`src/hdl/qcsr_pkg.sv`:
```
// Shared types and constants for the QUIC connection-ID socket router.
package qcsr_pkg;

  // Configuration port
  localparam int unsigned CFG_DATA_W  = 64;
  localparam int unsigned CFG_INDEX_W = 2;

  typedef enum logic [CFG_INDEX_W-1:0] {
    CFG_REGISTERED_MASK  = 2'd0,
    CFG_EXPECTED_CID_LEN = 2'd1,
    CFG_MIN_LONG_LEN     = 2'd2,
    CFG_MIN_SHORT_LEN    = 2'd3
  } cfg_index_t;

  // Register reset values
  localparam logic [7:0] RST_EXPECTED_CID_LEN = 8'd8;
  localparam logic [7:0] RST_MIN_LONG_LEN     = 8'd14;
  localparam logic [7:0] RST_MIN_SHORT_LEN    = 8'd9;

  // Key table size
  localparam int unsigned DEFAULT_MAX_KEYS = 64;

  // Route decision codes
  typedef enum logic [1:0] {
    ROUTE_BY_SID      = 2'd0,
    ROUTE_DEFAULT_KEY = 2'd1,
    ROUTE_KERNEL_HASH = 2'd2
  } route_kind_t;

  // Packet layout
  localparam logic [15:0] UDP_HDR_LEN     = 16'd8;
  localparam logic [15:0] MIN_SKIP_BYTES  = 16'd6;   // bytes needed to see the UDP length
  localparam logic [15:0] LONG_DCID_OFS   = 16'd5;
  localparam logic [15:0] LONG_CID_OFS    = 16'd6;
  localparam logic [15:0] SHORT_CID_OFS   = 16'd1;
  localparam logic [15:0] SID_BYTES       = 16'd4;
  localparam logic [15:0] UDP_LEN_HI_POS  = 16'd4;
  localparam logic [15:0] UDP_LEN_LO_POS  = 16'd5;
  localparam int unsigned LONG_FLAG_BIT   = 7;

endpackage

```
`src/hdl/quic_cid_socket_router.sv`:
```
// QUIC connection-ID socket router: byte-stream header decode and route select.
//
// Takes a packet one byte per request on the in_ channel (packet_length is
// sampled with the start-of-packet mark) and, on the request carrying
// last_byte, returns one route on the out_ channel. A leading 8-byte UDP
// header is recognized when the packet has at least 6 bytes and bytes 4-5
// (big-endian) equal the reported length. The first payload byte's bit 7 picks
// long or short header form; the first four connection-ID bytes form a
// big-endian server id. Route order: server id if that key is set in
// registered_mask, else key 0 if set, else kernel hashing. A failed parse
// reports a zero server id and id_extracted 0.
// Rate: one byte per clock while no last byte waits on the result register.
// The input register takes the byte, and the decode is then loaded into the
// result register. Only a last byte waits, and only while the previous result
// is still held by out_stall; other bytes keep flowing. The registers hold no
// copy of the packet, just the bytes at fixed offsets that the decode can use.
// Configuration writes are taken at any time but must only be issued while
// the block is idle.
module quic_cid_socket_router
  import qcsr_pkg::*;
#(
  parameter int unsigned MAX_KEYS = DEFAULT_MAX_KEYS
) (
  input  logic                   clk,
  input  logic                   rst_n,
  // byte requests
  input  logic                   in_valid,
  output logic                   in_stall,
  input  logic [7:0]             in_data_byte,
  input  logic                   in_start_byte,
  input  logic                   in_last_byte,
  input  logic [15:0]            in_packet_length,
  // route results
  output logic                   out_valid,
  input  logic                   out_stall,
  output logic [1:0]             out_route_kind,
  output logic [31:0]            out_srv_id,
  output logic                   out_id_extracted,
  output logic                   out_header_skipped,
  // configuration writes
  input  logic                   cfg_write_en,
  input  logic [CFG_INDEX_W-1:0] cfg_index,
  input  logic [CFG_DATA_W-1:0]  cfg_wdata
);

  localparam int unsigned KEY_W = (MAX_KEYS > 1) ? $clog2(MAX_KEYS) : 1;

  // Window start offsets, without and with a skipped UDP header
  localparam logic [15:0] WIN_SHORT     = SHORT_CID_OFS;
  localparam logic [15:0] WIN_LONG      = LONG_CID_OFS;
  localparam logic [15:0] WIN_SHORT_UDP = UDP_HDR_LEN + SHORT_CID_OFS;
  localparam logic [15:0] WIN_LONG_UDP  = UDP_HDR_LEN + LONG_CID_OFS;
  localparam logic [15:0] DCID_UDP_POS  = UDP_HDR_LEN + LONG_DCID_OFS;

  // ---------------------------------------------------------------- config
  logic [MAX_KEYS-1:0] key_mask_r;
  logic [7:0]          exp_cid_len_r;
  logic [7:0]          min_long_r;
  logic [7:0]          min_short_r;

  always_ff @(posedge clk) begin
    if (!rst_n) begin
      key_mask_r    <= '0;
      exp_cid_len_r <= RST_EXPECTED_CID_LEN;
      min_long_r    <= RST_MIN_LONG_LEN;
      min_short_r   <= RST_MIN_SHORT_LEN;
    end else if (cfg_write_en) begin
      case (cfg_index_t'(cfg_index))
        CFG_REGISTERED_MASK:  key_mask_r    <= cfg_wdata[MAX_KEYS-1:0];
        CFG_EXPECTED_CID_LEN: exp_cid_len_r <= cfg_wdata[7:0];
        CFG_MIN_LONG_LEN:     min_long_r    <= cfg_wdata[7:0];
        CFG_MIN_SHORT_LEN:    min_short_r   <= cfg_wdata[7:0];
        default: ;
      endcase
    end
  end

  // ---------------------------------------------------------- input stage
  logic        s1_valid_r;
  logic [7:0]  s1_byte_r;
  logic        s1_first_r;
  logic        s1_last_r;
  logic [15:0] s1_len_r;

  logic out_valid_r;
  logic out_free;
  logic s1_go;
  logic s1_fire;
  logic in_accept;

  // A last byte needs the result register; anything else just updates state.
  assign out_free  = !out_valid_r || !out_stall;
  assign s1_go     = !s1_last_r || out_free;
  assign s1_fire   = s1_valid_r && s1_go;
  assign in_stall  = s1_valid_r && !s1_go;
  assign in_accept = in_valid && !in_stall;

  always_ff @(posedge clk) begin
    if (!rst_n) begin
      s1_valid_r <= 1'b0;
    end else if (in_accept) begin
      s1_valid_r <= 1'b1;
    end else if (s1_fire) begin
      s1_valid_r <= 1'b0;
    end
  end

  always_ff @(posedge clk) begin
    if (in_accept) begin
      s1_byte_r  <= in_data_byte;
      s1_first_r <= in_start_byte;
      s1_last_r  <= in_last_byte;
      s1_len_r   <= in_packet_length;
    end
  end

  // --------------------------------------------------------- packet state
  logic [15:0] cnt_r, cnt_nxt;           // bytes seen, saturating
  logic [15:0] len_hold_r, len_hold_nxt;
  logic [15:0] udp_len_r, udp_len_nxt;
  logic [7:0]  b0_r, b0_nxt;             // flags, no UDP header
  logic [7:0]  b8_r, b8_nxt;             // flags after UDP header
  logic [7:0]  b13_r, b13_nxt;           // DCID length after UDP header
  logic [31:0] win_s_r, win_s_nxt;       // short CID bytes 1..4
  logic [31:0] win_l_r, win_l_nxt;       // long CID bytes 6..9
  logic [31:0] win_su_r, win_su_nxt;     // short CID bytes 9..12
  logic [31:0] win_lu_r, win_lu_nxt;     // long CID bytes 14..17

  logic [15:0] pos;      // offset of the current byte
  logic [15:0] total;    // byte count including the current byte
  logic [15:0] udp_base; // UDP length before this byte lands
  logic [15:0] udp_cur;  // UDP length once this byte has landed

  function automatic logic in_win(input logic [15:0] p, input logic [15:0] start);
    in_win = (p >= start) && (p < start + SID_BYTES);
  endfunction

  always_comb begin
    pos          = s1_first_r ? 16'd0 : cnt_r;
    total        = (pos == 16'hFFFF) ? pos : pos + 16'd1;
    len_hold_nxt = s1_first_r ? s1_len_r : len_hold_r;
    udp_base     = s1_first_r ? 16'd0 : udp_len_r;

    udp_cur = udp_base;
    if (pos == UDP_LEN_HI_POS) begin
      udp_cur = {s1_byte_r, udp_base[7:0]};
    end else if (pos == UDP_LEN_LO_POS) begin
      udp_cur = {udp_base[15:8], s1_byte_r};
    end

    b0_nxt  = (pos == 16'd0)        ? s1_byte_r : b0_r;
    b8_nxt  = (pos == UDP_HDR_LEN)  ? s1_byte_r : b8_r;
    b13_nxt = (pos == DCID_UDP_POS) ? s1_byte_r : b13_r;

    win_s_nxt  = in_win(pos, WIN_SHORT)     ? {win_s_r[23:0], s1_byte_r}  : win_s_r;
    win_l_nxt  = in_win(pos, WIN_LONG)      ? {win_l_r[23:0], s1_byte_r}  : win_l_r;
    win_su_nxt = in_win(pos, WIN_SHORT_UDP) ? {win_su_r[23:0], s1_byte_r} : win_su_r;
    win_lu_nxt = in_win(pos, WIN_LONG_UDP)  ? {win_lu_r[23:0], s1_byte_r} : win_lu_r;

    // the packet closes on its last byte
    cnt_nxt     = s1_last_r ? 16'd0 : total;
    udp_len_nxt = s1_last_r ? 16'd0 : udp_cur;
  end

  always_ff @(posedge clk) begin
    if (!rst_n) begin
      cnt_r      <= '0;
      len_hold_r <= '0;
      udp_len_r  <= '0;
    end else if (s1_fire) begin
      cnt_r      <= cnt_nxt;
      len_hold_r <= len_hold_nxt;
      udp_len_r  <= udp_len_nxt;
    end
  end

  always_ff @(posedge clk) begin
    if (s1_fire) begin
      b0_r     <= b0_nxt;
      b8_r     <= b8_nxt;
      b13_r    <= b13_nxt;
      win_s_r  <= win_s_nxt;
      win_l_r  <= win_l_nxt;
      win_su_r <= win_su_nxt;
      win_lu_r <= win_lu_nxt;
    end
  end

  // --------------------------------------------------------------- decode
  // Uses the _nxt views so that the last byte itself is part of the decode.
  logic        skip;
  logic [15:0] base;
  logic [15:0] n_payload;
  logic [7:0]  flags;
  logic        long_hdr;
  logic [7:0]  cid_len_byte;
  logic        parse_ok;
  logic [31:0] sid;
  logic        sid_reg;
  logic        key0_reg;
  route_kind_t kind;

  always_comb begin
    // bytes 4-5 are only compared once both have arrived in this packet
    skip         = (total >= MIN_SKIP_BYTES) && (udp_cur == len_hold_nxt);
    base         = skip ? UDP_HDR_LEN : 16'd0;
    n_payload    = total - base;
    flags        = skip ? b8_nxt : b0_nxt;
    long_hdr     = flags[LONG_FLAG_BIT];
    cid_len_byte = skip ? b13_nxt : udp_cur[7:0];

    if (total < base + 16'd1) begin
      parse_ok = 1'b0;
    end else if (long_hdr) begin
      parse_ok = (n_payload >= {8'd0, min_long_r})
              && (total >= base + LONG_CID_OFS)
              && (cid_len_byte == exp_cid_len_r)
              && (total >= base + LONG_CID_OFS + SID_BYTES);
    end else begin
      parse_ok = (n_payload >= {8'd0, min_short_r})
              && (total >= base + SHORT_CID_OFS + SID_BYTES);
    end

    case ({skip, long_hdr})
      2'b00:   sid = win_s_nxt;
      2'b01:   sid = win_l_nxt;
      2'b10:   sid = win_su_nxt;
      2'b11:   sid = win_lu_nxt;
      default: sid = win_s_nxt;
    endcase

    // keys at or beyond MAX_KEYS are never registered
    sid_reg  = (sid < 32'(MAX_KEYS)) && key_mask_r[sid[KEY_W-1:0]];
    key0_reg = key_mask_r[0];

    if (parse_ok && sid_reg) begin
      kind = ROUTE_BY_SID;
    end else if (key0_reg) begin
      kind = ROUTE_DEFAULT_KEY;
    end else begin
      kind = ROUTE_KERNEL_HASH;
    end
  end

  // --------------------------------------------------------- result stage
  logic [1:0]  route_kind_r;
  logic [31:0] srv_id_r;
  logic        id_extracted_r;
  logic        hdr_skipped_r;

  always_ff @(posedge clk) begin
    if (!rst_n) begin
      out_valid_r <= 1'b0;
    end else if (s1_fire && s1_last_r) begin
      out_valid_r <= 1'b1;
    end else if (!out_stall) begin
      out_valid_r <= 1'b0;
    end
  end

  always_ff @(posedge clk) begin
    if (s1_fire && s1_last_r) begin
      route_kind_r   <= kind;
      srv_id_r       <= parse_ok ? sid : 32'd0;
      id_extracted_r <= parse_ok;
      hdr_skipped_r  <= skip;
    end
  end

  assign out_valid          = out_valid_r;
  assign out_route_kind     = route_kind_r;
  assign out_srv_id         = srv_id_r;
  assign out_id_extracted   = id_extracted_r;
  assign out_header_skipped = hdr_skipped_r;

`ifndef SYNTHESIS
  // only a last byte facing a held result may back-pressure the input
  a_stall_cause: assert property (@(posedge clk) disable iff (!rst_n)
    in_stall |-> (s1_valid_r && s1_last_r && out_valid_r && out_stall))
    else $error("input stalled without a blocked last byte");

  // a server-id route requires a parsed id
  a_route_needs_id: assert property (@(posedge clk) disable iff (!rst_n)
    (out_valid && (out_route_kind == ROUTE_BY_SID)) |-> out_id_extracted)
    else $error("server-id route without extracted id");

  // a failed parse reports a zero server id
  a_fail_zero_id: assert property (@(posedge clk) disable iff (!rst_n)
    (out_valid && !out_id_extracted) |-> (out_srv_id == 32'd0))
    else $error("nonzero server id on failed parse");

  // closing a packet clears the byte counter
  a_close_clears: assert property (@(posedge clk) disable iff (!rst_n)
    (s1_fire && s1_last_r) |=> ((cnt_r == 16'd0) && (udp_len_r == 16'd0)))
    else $error("packet state not cleared after last byte");
`endif

endmodule

```
`config.mk`:
```
export PLATFORM = sky130hd
export DESIGN_NAME = quic_cid_socket_router
export DESIGN_NICKNAME = d
export VERILOG_FILES = /design/src/hdl/qcsr_pkg.sv /design/src/hdl/quic_cid_socket_router.sv
export SDC_FILE = /design/constraint.sdc
export NUM_CORES = 1
export LEC_CHECK = 0
export BUFFER_PORTS_ARGS = -buffer_cell sky130_fd_sc_hd__buf_2
export CORE_ASPECT_RATIO = 0.75
export CORE_MARGIN = 2
export CORE_UTILIZATION = 35
export CTS_CLUSTER_SIZE = 30
export DETAILED_ROUTE_END_ITERATION = 16
export PLACE_DENSITY_LB_ADDON = 0.12
export SYNTH_ARGS = -nofsm -noshare
export SYNTH_HDL_FRONTEND = slang
export SYNTH_SLANG_ARGS = --single-unit
```
`constraint.sdc`:
```
create_clock -name clk -period 19.9 [get_ports clk]
set_clock_uncertainty 0.1 [all_clocks]
set_input_delay 3.98 -clock clk [delete_from_list [all_inputs] [get_ports clk]]
set_output_delay 3.98 -clock clk [all_outputs]
set_load 0.005 [all_outputs]
```
==> qor.yml, run 1 <==
worstSetupStartpointType: "primary input"
diodes: 0
cp_top_family: "simple AND/OR/NAND/NOR gates"
die_y_um: 199
crit_end: "in_stall"
grt_max_degree: 102
cp_num_buf_inv: 2
core_area_mm2: 0.0502
vdd_drop_max_v: 0.0000578
r2r_slack_ps: 12370
wire_per_inst_um: 20.1
drv_cap: 0
ys_ff_latch: 338
rsz0062_at_grt: "false"
drtIter0Drc: 1017
slowest_delay_ps: 250
grt_pass1_wl_um: 78700
cts_root_buf: "clkbuf_16"
power_density_mw_per_mm2: 77.1
gp_congestion: 0.860
netlist_area_mm2: 0.0178
antenna_found_initial: 0
place_area_mm2: 0.0191
ys_seq_area_share_pct: 49.2
ff2ff_path_depth: 23
crit_start: "out_stall"
crit_arrival_ps: 4700
crit_top_cell: "buf_2"
tritoncts: "built"
fin_setup_tns_ps: 0
worstPathRequired_ps: 15820
grt_pass1_vias: 13179
cts_made_buffers: 39
setup-violations-final: 0
num_rows: 71
initial_core_util_pct: 35.5
ys_types: 81
r2r-end: "out_srv_id[30]"
drt-total-wl_um: 50400
hold_buffers: 0
cts_setup_buffers: 0
crit_slowest_cell: "nor2_1"
fin_area_mm2: 0.0202
num_io_pins: 135
endpoint_kind: "primary output"
io_buffers: 134
drive_above_1_share_pct: 20.1
clock_path_buffers: 3
fin_crit_sh_pct: 44.1
dieArea_mm2: 0.0528
dp_hpwl_um: 34700
r2r-start: "s1_first_r"
syn-mean-instance-area_um2: 10.3
synth_edf_count: 200
drc: 0
syn_inst: 1735
fmax_mhz: 114
finalNetCount: 1947
tightest_slew_ps: 1120
fp.dieW_um: 265
layout-area-overhead-vs-synth_pct: 13.5
vias: 13254
cts.sinks: 338
dr.pass1.iters: 6
status: "finished, final reports clean"
hold_viol_final: 0
insertion_delay_ps: 560
synth_flop_cell: "edfxtp_1"
viasPerCell: 5.28
htree_levels: 2
syn_nets: 1858
drv_slew: 0
ant_nets: 0
grt.overflow.total: 0
maxSlewHeadroom_pct: 24.7
crit_cells: 4
synthArstFlopShare_pct: 0
period_needed_ps: 8780
p_leak_nw: 6.80
worstSetupPathType: "in -> out"
worstPathMaxFanout: 3
ys_warn_count: 0
hold_path.class: "reg -> reg"
path_cells: "buf_2 > nand3_1 > nor2_1 > buf_2"
ctsResizeCount: 0
cts.reportedPaths.clkPinSlew_ps: 60
track_usage_pct: 19.3
sequential cells by signal, summed over array words and instances (netlist names), 32 cells and up:
register and count:
key_mask_r 64, out_srv_id 32, win_l_r 32, win_lu_r 32
win_s_r 32, win_su_r 32
Yosys cell counts, drive strengths merged, types with 16 or more instances:
library cell,number,area share [%]
nand2b,21,0.74
clkbuf,62,1.3
nand4,18,0.67
nor2,74,1.6
edfxtp,200,34
buf,45,1.5
o211ai,29,1.2
dfxtp,138,15
o21ai,33,0.99
xnor2,16,0.79
nor2b,47,1.6
mux2i,97,5.5
a21oi,46,1.3
ha,26,1.8
nor3,28,0.90
a22oi,21,0.88
nand2,311,6.5
inv,69,1.5
nand3,27,0.83
mux2,125,7.9
a21boi,97,4.1
nor4,16,0.65
cell type report:
type / instances / area, um^2
clock buffers: 51 / 1060
clock inverters: 19 / 123
fillers: 4898 / 30000
inverters: 69 / 264
multi-input cells: 1221 / 8370
flip-flops and latches: 338 / 8770
well taps: 657 / 822
repair buffers: 155 / 831
cells by family (layout without fill, tap and decap cells):
| kind of cell | count (synthesis) | after routing | share of synthesized area [%] |
|---|---|---|---|
| AO/OA/AOI/OAI | 326 | 326 | 13.3 |
| flip-flops | 338 | 338 | 49.2 |
| AND/OR/NAND/NOR | 620 | 620 | 16.7 |
| multiplexers | 222 | 222 | 13.4 |
| buffers and inverters | 176 | 294 | 4.25 |
| adder cells (fa/ha/maj) | 26 | 26 | 1.82 |
| XOR/XNOR | 27 | 27 | 1.33 |
worst register-to-register path, cell delays in order (launching register included):
cell and delay [ps]:
edfxtp_1 320, buf_4 460, inv_1 410, nand2_1 280, ha_1 230, or4bb_1 550
nor4_4 450, mux2i_1 350, nand4_1 180, nor3_1 380, a21o_1 510, and4_1 390
ha_1 330, ha_1 300, a21o_1 150, a21o_1 170, a21o_1 170, a21o_1 180
a211oi_1 250, nor3_1 70, a41o_1 320, nand2_1 230, buf_4 360, nor2_1 100
layout by cell type (no fill, tap or decap), drive strengths merged, types with 27 or more instances in the layout:
cell / n
nor2: 74
mux2i: 97
a21boi: 97
nand2: 311
o21ai: 33
nor2b: 47
mux2: 125
clkbuf: 51
nand3: 27
dfxtp: 138
edfxtp: 200
a21oi: 46
buf: 155
o211ai: 29
nor3: 28
inv: 71
routing by layer:
layer,GRT usage (%),part of all wire [%],up-vias
li1,-,-,6430
met1,29.0,52,6446
met2,29.2,43,324
met3,2.65,4.3,54
met4,4.52,1.5,0
met5,0,0,-
how the worst min path moves through the flow:
stage	startpoint	endpoint	slack, ps	cells after the start
floorplan	key_mask_r[26]	key_mask_r[26]	340	2
global placement	key_mask_r[28]	key_mask_r[28]	350	2
detailed placement	key_mask_r[30]	key_mask_r[30]	360	2
CTS	key_mask_r[37]	key_mask_r[37]	370	2
global route	key_mask_r[44]	key_mask_r[44]	380	2
finish	key_mask_r[28]	key_mask_r[28]	360	2
through the flow:
stage               util [%]  cells  hold slack, ps  setup slack, ps  power [mW]
floorplan                  -   1735             340            10720       0.849
global placement        38.0   2440             350            11110       0.893
detailed placement      38.0   2440             356            11110       0.893
CTS                     40.3   2510             365            11110        1.58
global route            40.3   2510             379            11090        1.62
finish                  40.3   2510             361            11120        1.56
power by group:
group	switching, mW	internal [mW]	total, mW
clock	0.295	0.389	0.684
sequential	0.0139	0.756	0.770
combinational	0.0680	0.0397	0.108
(Power assumes the default switching activity.)
==> run 2, diff against run 1 <==
- clock period: 19.9 -> 7.7 ns (I/O delays scaled with it)
==> qor.yml, run 2 (synthesis results as in run 1) <==
track_usage_pct: 19.5  # +0.20 points
final_common_cell: "nand2_1"
cts_root_buf: "clkbuf_16"
ctsResizeCount: 0  # unchanged
setup-violations-final: 0  # unchanged
drtIter0Drc: 1059  # +4.1%
dieArea_mm2: 0.0528  # unchanged
hold_path.class: "reg -> reg"
layout-area-overhead-vs-synth_pct: 14.2
fillers: 4873  # -0.51%
drv_slew: 0  # unchanged
insertion_delay_ps: 550  # about the same
worstSetupPathType: "reg -> reg"
hold_depth: 2  # unchanged
fin_area_mm2: 0.0204  # +0.60%
finalNetCount: 1952  # +0.26%
worstSetupStartpointType: "flop"
antenna_found_initial: 0  # unchanged
fmax_mhz: 146
cp_top_family: "simple AND/OR/NAND/NOR gates"
rsz0062_at_grt: "false"
fp.dieW_um: 265  # unchanged
grt.overflow.total: 0  # unchanged
vdd_drop_max_v: 0.000140  # +140%
drt-total-wl_um: 51200  # +1.5%
htree_levels: 2  # unchanged
largest_register_ffs: 64  # unchanged
grt_pass1_vias: 13261  # +0.62%
viasPerCell: 5.30  # +0.35%
grt_max_degree: 91  # -11%
cts.reportedPaths.clkPinSlew_ps: 60  # about the same
tritoncts: "built"
endpoint_kind: "flop"
status: "finished, final reports clean"
clock_path_buffers: 3  # unchanged
hold_buffers: 0  # unchanged
multi_input_area_mm2: 0.00837  # unchanged
drc: 0  # unchanged
ant_nets: 0  # unchanged
tightest_slew_ps: 1060  # -65.2 ps
grt_pass1_wl_um: 79700  # +1.3%
final_cells: 2515  # +0.20%
r2r_slack_ps: 830  # -11,540 ps
cts_made_buffers: 39  # unchanged
cts_setup_buffers: 0  # unchanged
vias: 13327  # +0.55%
worstPathRequired_ps: 8000  # -7820 ps
maxSlewHeadroom_pct: 29.4  # +4.7 points
final_cell_mix: "nand2_1 (311), edfxtp_1 (200), dfxtp_1 (138)"
hold_viol_final: 0  # unchanged
crit_start: "s1_first_r"
holdPathEnd: "key_mask_r[30]"
fin_crit_sh_pct: 89.2
slowest_delay_ps: 730  # +480 ps
period_needed_ps: 6870
r2r-start: "s1_first_r"
dp_slack_ps: 878  # -10,230 ps
worst_slack_ps: 835  # -10,290 ps
worstPathMaxFanout: 31  # +28
power_density_mw_per_mm2: 203  # +160%
place_area_mm2: 0.0191  # +0.20%
ff_latch_area_mm2: 0.00877  # unchanged
dp_cells: 2445  # +0.20%
fin_setup_tns_ps: 0  # unchanged
die_y_um: 199  # unchanged
diodes: 0  # unchanged
p_leak_nw: 6.85  # +0.86%
gp_congestion: 0.887  # +3.1%
min_from: "key_mask_r[30]"
crit_arrival_ps: 7160  # +2460 ps
initial_core_util_pct: 35.5  # unchanged
ff2ff_path_depth: 26  # +13%
drv_cap: 0  # unchanged
r2r-end: "out_route_kind[1]"
fin_util_pct: 40.6  # +0.24 points
cts.sinks: 338  # unchanged
regMostFlops: "key_mask_r"
drive_above_1_share_pct: 20.3  # +0.21 points
io_buffers: 134  # unchanged
dr.pass1.iters: 5  # -1
dp_hpwl_um: 35900  # +3.5%
num_rows: 71  # unchanged
crit_top_cell: "a21o_1"
cp_num_buf_inv: 5  # +3
hold_ws_ps: 358  # -2.69 ps
wire_per_inst_um: 20.3  # +1.3%
power_mw: 4.14  # +160%
crit_slowest_cell: "nor4_1"
num_io_pins: 135  # unchanged
core_area_mm2: 0.0502  # unchanged
[run 2: power breakdown]
part           switching, mW  total [mW]  internal [mW]  leakage [nW]
clock network          0.753        1.87           1.11         0.611
logic                  0.176       0.279          0.103          3.57
registers             0.0361        1.99           1.95          2.67
total                  0.965        4.14           3.17          6.85
[run 2: layout make-up]
class / count / area share, %
Sequential cell: 338 / 43.1
Multi-Input combinational cell: 1221 / 41.1
Clock buffer: 50 / 5.25
Timing Repair Buffer: 160 / 4.26
Tap cell: 657 / 4.04
Inverter: 69 / 1.30
Clock inverter: 20 / 0.971
[run 2: routing by layer]
layer	GRT usage (%)	share of wire, %	wire length [um]	up-vias
met5	0	0	0	-
met4	5.22	2.1	1060	0
met1	29.0	51	26100	6476
met2	29.2	42	21500	335
li1	-	-	-	6441
met3	3.25	5.0	2530	75
[run 2: worst min-delay path, delay by kind of cell (launching register included)]
kind / cells / cell delay (ps)
DFF: 1 / 300
AOI/OAI and AO/OA: 1 / 60
and+or+nand+nor: 1 / 40
[run 2: worst max path at each step]
stage / endpoint / slack, ps / cells after the start
after floorplan: udp_len_r[3] / 960 / 7
after global placement: out_route_kind[0] / 1080 / 26
after detailed placement: out_route_kind[1] / 880 / 26
after CTS: out_route_kind[1] / 890 / 26
after global routing: out_route_kind[1] / 340 / 25
final: out_route_kind[1] / 830 / 26
==> run 3, diff against run 2 <==
- CORE_UTILIZATION: 35 -> 50
==> qor.yml, run 3 (synthesis results as in run 1) <==
num_rows: 59  # -17%
drt-total-wl_um: 48100  # -5.9%
drive_above_1_share_pct: 20.0  # -0.38 points
cts_setup_buffers: 0  # unchanged
drv_slew: 0  # unchanged
wl_met1_um: 23200  # -11%
maxSlewHeadroom_pct: 29.8  # +0.39 points
switching_share_pct: 23.5  # +0.15 points
worstSetupPathType: "reg -> reg"
worstPathMaxFanout: 31  # unchanged
insertion_delay_ps: 540  # about the same
cts_made_buffers: 37  # -5.1%
status: "finished, final reports clean"
grt_max_degree: 97  # +6.6%
comb_power_share_pct: 6.9  # about the same
antenna_found_initial: 0  # unchanged
worstPathRequired_ps: 7980  # -20 ps
drc: 0  # unchanged
vias: 13496  # +1.3%
finalNetCount: 1943  # -0.46%
dieArea_mm2: 0.0372  # -30%
endpoint_kind: "flop"
p_leak_nw: 6.78  # -1.2%
layout-area-overhead-vs-synth_pct: 11.8
internal_power_mw: 3.05  # -4.0%
final_cells: 2305  # -8.3%
dp_hpwl_um: 33500  # -6.8%
initial_core_util_pct: 51.1  # +16 points
wl_met2_um: 20700  # -3.5%
drv_cap: 0  # unchanged
final_cell_mix: "nand2_1 (311), edfxtp_1 (200), dfxtp_1 (138)"
grt_pass1_vias: 13040  # -1.7%
regMostFlops: "key_mask_r"
fin_area_mm2: 0.0199  # -2.1%
crit_arrival_ps: 7080  # -80 ps
tightest_slew_ps: 1040  # -10.7 ps
clock_path_buffers: 3  # unchanged
power_density_mw_per_mm2: 200  # -1.7%
worstSetupStartpointType: "flop"
fin_crit_sh_pct: 88.3  # -0.83 points
drtIter0Drc: 1216  # +15%
tritoncts: "built"
dr.pass1.iters: 6  # +1
gp_congestion: 0.905  # +2.1%
period_needed_ps: 6800  # -64.3 ps
rsz0062_at_grt: "false"
cts.sinks: 338  # unchanged
viasPerCell: 5.86  # +10%
grt.overflow.total: 0  # unchanged
ant_nets: 0  # unchanged
place_area_mm2: 0.0188  # -1.6%
hold_buffers: 0  # unchanged
maxUsedRoutingLayer: "met4"
vdd_drop_max_v: 0.000119  # -15%
cts.reportedPaths.clkPinSlew_ps: 60  # about the same
fmax_mhz: 147  # +0.95%
num_io_pins: 135  # unchanged
fp.dieW_um: 222  # -16%
final_common_cell: "nand2_1"
core_area_mm2: 0.0349  # -30%
p_clk_share_pct: 43.1  # -2.0 points
track_usage_pct: 25.5  # +6.0 points
hold_path.class: "reg -> reg"
largest_register_ffs: 64  # unchanged
p_seq_share_pct: 50.0  # +1.9 points
wl_met3_um: 3600  # +42%
dp_cells: 2238  # -8.5%
power_mw: 3.98  # -3.8%
hold_viol_final: 0  # unchanged
wire_per_inst_um: 20.9  # +2.7%
ctsResizeCount: 0  # unchanged
grt_pass1_wl_um: 74800  # -6.1%
r2r_slack_ps: 900  # +60 ps
fillers: 3117  # -36%
setup-violations-final: 0  # unchanged
io_buffers: 134  # unchanged
htree_levels: 2  # unchanged
cts_root_buf: "clkbuf_16"
die_y_um: 168  # -16%
fin_setup_tns_ps: 0  # unchanged
diodes: 0  # unchanged
switchingPower_uw: 935  # -3.1%
-- run 3: changes by cell type in the layout (fill, tap and decap cells not counted), moves of 2 or more --
cell        change
clkbuf_1        +5
clkinv_1        -6
clkinv_4        +2
clkinvlp_4      -2
bufinv_16       -3
buf_4           -7
-- run 3: final timing paths --
kind	start	endpoint	cells past startpoint
setup / recovery	s1_first_r	out_route_kind[1]	23
hold reg to reg	key_mask_r[40]	key_mask_r[40]	2
setup reg to reg	s1_first_r	out_route_kind[1]	23
hold / removal	key_mask_r[40]	key_mask_r[40]	2
-- run 3: through the flow --
stage / hold slack, ps / util (%) / setup slack (ps)
global placement: 349 / 53.8 / 1280
floorplan: 340 / - / 955
CTS: 366 / 57.1 / 972
finish: 363 / 57.1 / 899
detailed placement: 358 / 53.8 / 986
global route: 383 / 57.1 / 493
-- run 3: final cells by class --
cell class | count | area, um^2 | share of cell area [%]
flip-flops and latches | 338 | 8770 | 44.0
multi-input cells | 1221 | 8360 | 41.9
clock buffers | 53 | 1050 | 5.26
repair buffers | 153 | 816 | 4.09
well taps | 457 | 572 | 2.87
inverters | 69 | 262 | 1.31
clock inverters | 14 | 110 | 0.552
-- run 3: power by group through the flow --
stage               clock network (mW)  logic (mW)  registers [mW]
CTS                               1.75       0.273            1.99
global placement                     0       0.269            2.03
floorplan                            0       0.181            2.01
finish                            1.72       0.273            1.99
global route                      1.82       0.299            1.99
detailed placement                   0       0.271            2.03
-- run 3: worst max-delay path, stage by stage (launching register included) --
cell	delay, ps
edfxtp_1	380
inv_1	400
nand2_1	240
inv_1	170
ha_1	200
or4bb_1	570
nor4_2	810
o21ai_0	400
o2111a_2	380
and2_1	140
and4_1	200
ha_1	360
ha_1	300
a21o_1	160
a21o_1	170
a21o_1	170
a21o_1	170
a211oi_1	220
nor3_1	70
a41o_1	290
nand2_1	70
buf_4	360
a311oi_1	110
a21oi_1	170
-- run 3: per-layer routing --
layer / global-route usage, % / vias to the layer above
met1: 38.2 / 6552
met3: 4.46 / 54
li1: - / 6430
met5: 0 / -
met4: 4.91 / 0
met2: 38.8 / 460
